[config.mk]
export PLATFORM = sky130hd
export DESIGN_NAME = tccb_decode
export DESIGN_NICKNAME = d
export VERILOG_FILES = /design/src/hw/rtl/tccb_pkg.sv /design/src/hw/rtl/tccb_decode.sv
export SDC_FILE = /design/constraint.sdc
export NUM_CORES = 1
export LEC_CHECK = 0
export ABC_CLOCK_PERIOD_IN_PS = 8450
export BUFFER_PORTS_ARGS = -buffer_cell sky130_fd_sc_hd__clkbuf_2
export CORE_MARGIN = 3
export CORE_UTILIZATION = 45
export DETAILED_ROUTE_END_ITERATION = 10
export PLACE_DENSITY = 0.73
export SLEW_MARGIN = 20
export SYNTH_ARGS = -nofsm -noshare
export SYNTH_HDL_FRONTEND = slang
export SYNTH_SLANG_ARGS = --single-unit
[constraint.sdc]
create_clock -name vclk -period 8.45
set_input_delay 1.69 -clock vclk [all_inputs]
set_output_delay 1.69 -clock vclk [all_outputs]
set_load 0.05 [all_outputs]
[src/hw/rtl/tccb_pkg.sv]
// shared constants, types and helper functions of the text console cell buffer
package tccb_pkg;

  localparam int MAX_COLS  = 64;
  localparam int MAX_ROWS  = 32;
  localparam int TAB_WIDTH = 4;

  localparam int COL_W  = $clog2(MAX_COLS);
  localparam int ROW_W  = $clog2(MAX_ROWS);
  localparam int ADDR_W = COL_W + ROW_W;
  localparam int CELLS  = MAX_COLS * MAX_ROWS;

  localparam logic [7:0] SPACE_CHAR = 8'd32;
  localparam logic [7:0] CODE_LF    = 8'd10;
  localparam logic [7:0] CODE_CR    = 8'd13;
  localparam logic [7:0] CODE_TAB   = 8'd9;
  localparam logic [7:0] OOR_COLOR  = 8'd1;

  localparam logic [6:0] COLS_RESET  = 7'd40;
  localparam logic [5:0] ROWS_RESET  = 6'd25;
  localparam logic [7:0] COLOR_RESET = 8'd1;

  typedef enum logic [3:0] {
    ACT_PRINT,
    ACT_SET_CURSOR,
    ACT_MOVE_CURSOR,
    ACT_WRITE_CHAR,
    ACT_WRITE_COLOR,
    ACT_READ_CELL,
    ACT_CLEAR,
    ACT_SCROLL_UP,
    ACT_SCROLL_DOWN
  } action_t;

  typedef enum logic [1:0] {
    REG_COLUMNS,
    REG_ROWS,
    REG_COLOR
  } cfg_reg_t;

  typedef enum logic [1:0] {
    SWEEP_NONE,
    SWEEP_FILL,
    SWEEP_SCROLL
  } sweep_t;

  typedef struct packed {
    logic              chr_en;
    logic              clr_en;
    logic [ADDR_W-1:0] addr;
    logic [7:0]        chr;
    logic [7:0]        clr;
  } wr_req_t;

  typedef struct packed {
    wr_req_t           wr;
    logic              rd_en;
    logic [ADDR_W-1:0] rd_addr;
    logic              is_read;
    logic              rd_in_range;
    sweep_t            sweep;
    logic              scroll_up;
    logic [ROW_W-1:0]  scroll_lines;
    logic [COL_W-1:0]  cur_col;
    logic [ROW_W-1:0]  cur_row;
  } cmd_t;

  // a size of zero acts as one, anything above the maximum as the maximum
  function automatic logic [COL_W:0] eff_cols(input logic [6:0] c);
    logic [COL_W:0] r;
    if (c == 7'd0) r = (COL_W+1)'(1);
    else if (c > 7'(MAX_COLS)) r = (COL_W+1)'(MAX_COLS);
    else r = (COL_W+1)'(c);
    return r;
  endfunction

  function automatic logic [ROW_W:0] eff_rows(input logic [5:0] c);
    logic [ROW_W:0] r;
    if (c == 6'd0) r = (ROW_W+1)'(1);
    else if (c > 6'(MAX_ROWS)) r = (ROW_W+1)'(MAX_ROWS);
    else r = (ROW_W+1)'(c);
    return r;
  endfunction

  function automatic logic [6:0] clamp_pos(input logic signed [9:0] v, input logic [6:0] hi);
    logic [6:0] r;
    if (v < 10'sd0) r = 7'd0;
    else if (v > $signed({3'b000, hi})) r = hi;
    else r = v[6:0];
    return r;
  endfunction

endpackage

[src/hw/rtl/tccb_decode.sv]
// action decoder: cursor update, single cell accesses and sweep requests
module tccb_decode
  import tccb_pkg::*;
(
  input  logic              [3:0]       action,
  input  logic              [7:0]       code,
  input  logic signed       [7:0]       col,
  input  logic signed       [7:0]       row,
  input  logic              [7:0]       color,
  input  logic              [5:0]       lines,
  input  logic              [COL_W-1:0] cur_col,
  input  logic              [ROW_W-1:0] cur_row,
  input  logic              [6:0]       cols_cfg,
  input  logic              [5:0]       rows_cfg,
  input  logic              [7:0]       cur_color,
  output cmd_t                          cmd
);

  logic [COL_W:0]   ec;
  logic [ROW_W:0]   er;
  logic [COL_W-1:0] last_col;
  logic [ROW_W-1:0] last_row;
  logic             in_rng;
  logic             cur_in;
  logic [COL_W:0]   col_inc;
  logic [ROW_W:0]   row_inc;
  logic             line_wrap;
  logic [7:0]       tab_stop;
  logic [COL_W-1:0] tab_col;
  logic signed [9:0] set_col;
  logic signed [9:0] set_row;
  logic signed [9:0] mv_col;
  logic signed [9:0] mv_row;
  logic [6:0]       cl_set_col;
  logic [6:0]       cl_set_row;
  logic [6:0]       cl_mv_col;
  logic [6:0]       cl_mv_row;
  logic [ADDR_W-1:0] in_addr;

  assign ec       = eff_cols(cols_cfg);
  assign er       = eff_rows(rows_cfg);
  assign last_col = COL_W'(ec - (COL_W+1)'(1));
  assign last_row = ROW_W'(er - (ROW_W+1)'(1));

  assign in_rng = ($unsigned(col) < 8'(ec)) && ($unsigned(row) < 8'(er));
  assign cur_in = ({1'b0, cur_col} < ec) && ({1'b0, cur_row} < er);
  assign in_addr = {row[ROW_W-1:0], col[COL_W-1:0]};

  assign col_inc   = {1'b0, cur_col} + (COL_W+1)'(1);
  assign row_inc   = {1'b0, cur_row} + (ROW_W+1)'(1);
  assign line_wrap = row_inc >= er;

  // next tab stop, held at the last column
  assign tab_stop = 8'(({2'b00, cur_col} / TAB_WIDTH + 1) * TAB_WIDTH);
  assign tab_col  = (tab_stop < 8'(last_col)) ? tab_stop[COL_W-1:0] : last_col;

  assign set_col = $signed({{2{col[7]}}, col});
  assign set_row = $signed({{2{row[7]}}, row});
  assign mv_col  = $signed({4'b0000, cur_col}) + set_col;
  assign mv_row  = $signed({5'b00000, cur_row}) + set_row;

  assign cl_set_col = clamp_pos(set_col, 7'(last_col));
  assign cl_set_row = clamp_pos(set_row, 7'(last_row));
  assign cl_mv_col  = clamp_pos(mv_col, 7'(last_col));
  assign cl_mv_row  = clamp_pos(mv_row, 7'(last_row));

  always_comb begin
    cmd         = '0;
    cmd.sweep   = SWEEP_NONE;
    cmd.cur_col = cur_col;
    cmd.cur_row = cur_row;
    unique case (action)
      ACT_PRINT: begin
        if (code == CODE_CR) begin
          cmd.cur_col = '0;
        end else if (code == CODE_TAB) begin
          cmd.cur_col = tab_col;
        end else begin
          if (code != CODE_LF) begin
            cmd.wr.chr_en = cur_in;
            cmd.wr.clr_en = cur_in;
            cmd.wr.addr   = {cur_row, cur_col};
            cmd.wr.chr    = code;
            cmd.wr.clr    = cur_color;
          end
          if ((code != CODE_LF) && (col_inc < ec)) begin
            cmd.cur_col = col_inc[COL_W-1:0];
          end else begin
            cmd.cur_col = '0;
            if (line_wrap) begin
              // bottom line: scroll up one row, a one-row screen clears instead
              cmd.cur_row      = last_row;
              cmd.sweep        = (er == (ROW_W+1)'(1)) ? SWEEP_FILL : SWEEP_SCROLL;
              cmd.scroll_up    = 1'b1;
              cmd.scroll_lines = ROW_W'(1);
            end else begin
              cmd.cur_row = row_inc[ROW_W-1:0];
            end
          end
        end
      end
      ACT_SET_CURSOR: begin
        cmd.cur_col = cl_set_col[COL_W-1:0];
        cmd.cur_row = cl_set_row[ROW_W-1:0];
      end
      ACT_MOVE_CURSOR: begin
        cmd.cur_col = cl_mv_col[COL_W-1:0];
        cmd.cur_row = cl_mv_row[ROW_W-1:0];
      end
      ACT_WRITE_CHAR: begin
        cmd.wr.chr_en = in_rng;
        cmd.wr.addr   = in_addr;
        cmd.wr.chr    = code;
      end
      ACT_WRITE_COLOR: begin
        cmd.wr.clr_en = in_rng;
        cmd.wr.addr   = in_addr;
        cmd.wr.clr    = color;
      end
      ACT_READ_CELL: begin
        cmd.is_read     = 1'b1;
        cmd.rd_in_range = in_rng;
        cmd.rd_en       = in_rng;
        cmd.rd_addr     = in_addr;
      end
      ACT_CLEAR: begin
        cmd.sweep   = SWEEP_FILL;
        cmd.cur_col = '0;
        cmd.cur_row = '0;
      end
      ACT_SCROLL_UP, ACT_SCROLL_DOWN: begin
        if ((lines == 6'd0) || (lines >= 6'(er))) begin
          cmd.sweep   = SWEEP_FILL;
          cmd.cur_col = '0;
          cmd.cur_row = '0;
        end else begin
          cmd.sweep        = SWEEP_SCROLL;
          cmd.scroll_up    = (action == ACT_SCROLL_UP);
          cmd.scroll_lines = lines[ROW_W-1:0];
        end
      end
      default: begin
      end
    endcase
  end

endmodule

==> flow_summary.json <==
{
  "status": "complete, no violations",
  "power.leakage_nw": 2.31,
  "setup_tns_ns": 0,
  "tightest_slew_ns": 0.898,
  "p_seq_frac": 0,
  "cts_hold_buf": 0,
  "crit_family": "compound AO/OA/AOI/OAI gates",
  "drc": 0,
  "vias": 4945,
  "post_cts_buffers": 0,
  "crit_arrival_ns": 6.03,
  "area_delta_synth_final_pct": 18.8,
  "start_util": 0.473,
  "ant_nets": 0,
  "fillers": 822,
  "ys_seq_area_frac": 0,
  "gp_congestion": 1.02,
  "drive_above_1_share": 0.242,
  "synth_area_um2": 3990,
  "final_common_cell": "clkbuf_2",
  "max_stage_delay_ns": 0.55,
  "slew_headroom": 0.399,
  "synth_largest_area_cell": "ha_1",
  "seq_cells": 0,
  "place_hpwl_um": 12200,
  "cap_violations": 0,
  "power_switching_mw": 0.222,
  "p_comb_frac": 1.000,
  "grt_pass1_vias": 4556,
  "power.density_nw_per_um2": 72.3,
  "peakVddDrop_mv": 0.0557,
  "clkPwrFrac": 0,
  "grt_util_all_layers": 0.279,
  "grt_pass1_wl_um": 22900,
  "register_area_um2": 0,
  "overflow": 0,
  "first_pass_iters": 5,
  "drt-vias-per-instance": 6.28,
  "n_clock_buffer": 0,
  "netlist.area_leader.share": 0.239,
  "die_w_um": 100,
  "fmax_mhz": 130,
  "worstPathMaxFanout": 11,
  "layout_common_cells": "136 x clkbuf_2, 76 x ha_1, 46 x nor2_1",
  "numPortBuffers": 136,
  "num_antenna_cells": 0,
  "num-nets-final": 836,
  "wl_per_cell_um": 18.5,
  "die_area_um2": 10000,
  "setup_violations": 0,
  "synth_cell_types": 73,
  "antenna_found_initial": 0,
  "drt_wl_total_um": 14600,
  "cp_num_buf_inv": 3,
  "swShare": 0.648,
  "dpl_worst_slack_ns": 0.829,
  "fin_crit_sh": 0.913,
  "ys_warn_count": 0,
  "coreArea_um2": 8420,
  "drv_slew": 0,
  "finalInstanceArea_um2": 4740,
  "drtIter0Drc": 228,
  "synth_area_leaders": "ha_1 24%, nor2_1 4.3%, a21oi_1 4.3%, a22o_1 4.0%, nand2_1 3.8%",
  "finalHoldViolCount": 0,
  "die_h_um": 100,
  "hold_path_class": "in2out",
  "setup_slack_ns": 0.734,
  "slowest_stage": "a21oi_1",
  "end_kind": "primary output",
  "cp.required_ns": 6.76,
  "grt_max_degree": 22,
  "ios": 136,
  "cp-start-kind": "input port",
  "cts_resized": 0,
  "internal-power_mw": 0.120,
  "synthCells": 563,
  "avgSynthCellArea_um2": 7.08,
  "period_minus_slack_ns": 7.72,
  "rsz0062_at_grt": "no",
  "crit_chain": "clkbuf_2 > nor3_1 > a21oi_1 > ha_1 > or4b_1 > o211ai_2 > inv_1 > ha_1 > a21o_1 > a21oi_1 > o211ai_1 > or2_2 > a21oi_1 > o2bb2ai_1 > a21oi_1 > o221ai_1 > clkbuf_2",
  "dpl_cell_area_um2": 4740,
  "cp_common_cell": "a21oi_1",
  "syn_nets": 715,
  "critPathKind": "in2out",
  "core.rowCount": 33
}
## power groups by stage
| stage | clock (mW) | combinational [mW] | sequential [mW] |
|---|---|---|---|
| floorplan | 0 | 0.240 | 0 |
| global placement | 0 | 0.330 | 0 |
| detailed placement | 0 | 0.337 | 0 |
| CTS | 0 | 0.338 | 0 |
| global route | 0 | 0.374 | 0 |
| finish | 0 | 0.342 | 0 |
## worst paths after layout
path	start	to	slack, ns	cells past startpoint
min	code[1]	cmd[42]	3.81	4
max	cols_cfg[6]	cmd[10]	0.73	17
## cells in the mapped netlist, types with 4 or more instances
library cell	count
o21a_1	10
a22o_1	18
o31ai_1	4
o2111ai_1	5
o21bai_1	4
and3_1	8
a31oi_1	6
clkbuf_1	14
o21ai_1	4
a21oi_1	34
nand4_1	5
nor4_1	4
nand2_1	40
nor3_1	25
o211ai_1	13
nand3_1	19
a211oi_1	7
nor2_1	46
nor2b_1	11
mux2i_1	10
or2_2	7
o221ai_1	4
nor3b_1	6
ha_1	76
xnor2_1	9
o21ai_0	27
inv_1	31
and2_1	17
nand2b_1	15
a21o_1	9
xor2_1	9
## per-layer routing
metal | share of wire | wire length, µm | global-route usage
met4 | 0.025 | 365 | 0.0508
met5 | 0 | 0 | 0
met1 | 0.42 | 6120 | 0.360
met2 | 0.49 | 7080 | 0.521
met3 | 0.068 | 995 | 0.00834
## logic make-up after synthesis
| logic type | synth area share |
|---|---|
| mux | 0.0374 |
| fa+ha+maj | 0.254 |
| simple gates | 0.283 |
| xor+xnor | 0.0396 |
| buf+inv | 0.0512 |
| compound gates | 0.336 |
## final cells by class
| cell class | instances | area, µm² | share of cell area |
|---|---|---|---|
| inverter | 32 | 120 | 0.0254 |
| timing repair buffer | 138 | 696 | 0.147 |
| tap | 105 | 131 | 0.0277 |
| multi-input combinational | 512 | 3790 | 0.800 |
## metrics by stage
| stage | power, mW | hold WS [ns] | std cells | util |
|---|---|---|---|---|
| after floorplan | 0.240 | 3.60 | 563 | - |
| after global placement | 0.330 | 3.80 | 787 | 0.562 |
| after detailed placement | 0.337 | 3.81 | 787 | 0.562 |
| after CTS | 0.338 | 3.81 | 787 | 0.562 |
| after global routing | 0.374 | 3.83 | 787 | 0.562 |
| final | 0.342 | 3.81 | 787 | 0.562 |
Power figures use the tool's default switching activity.
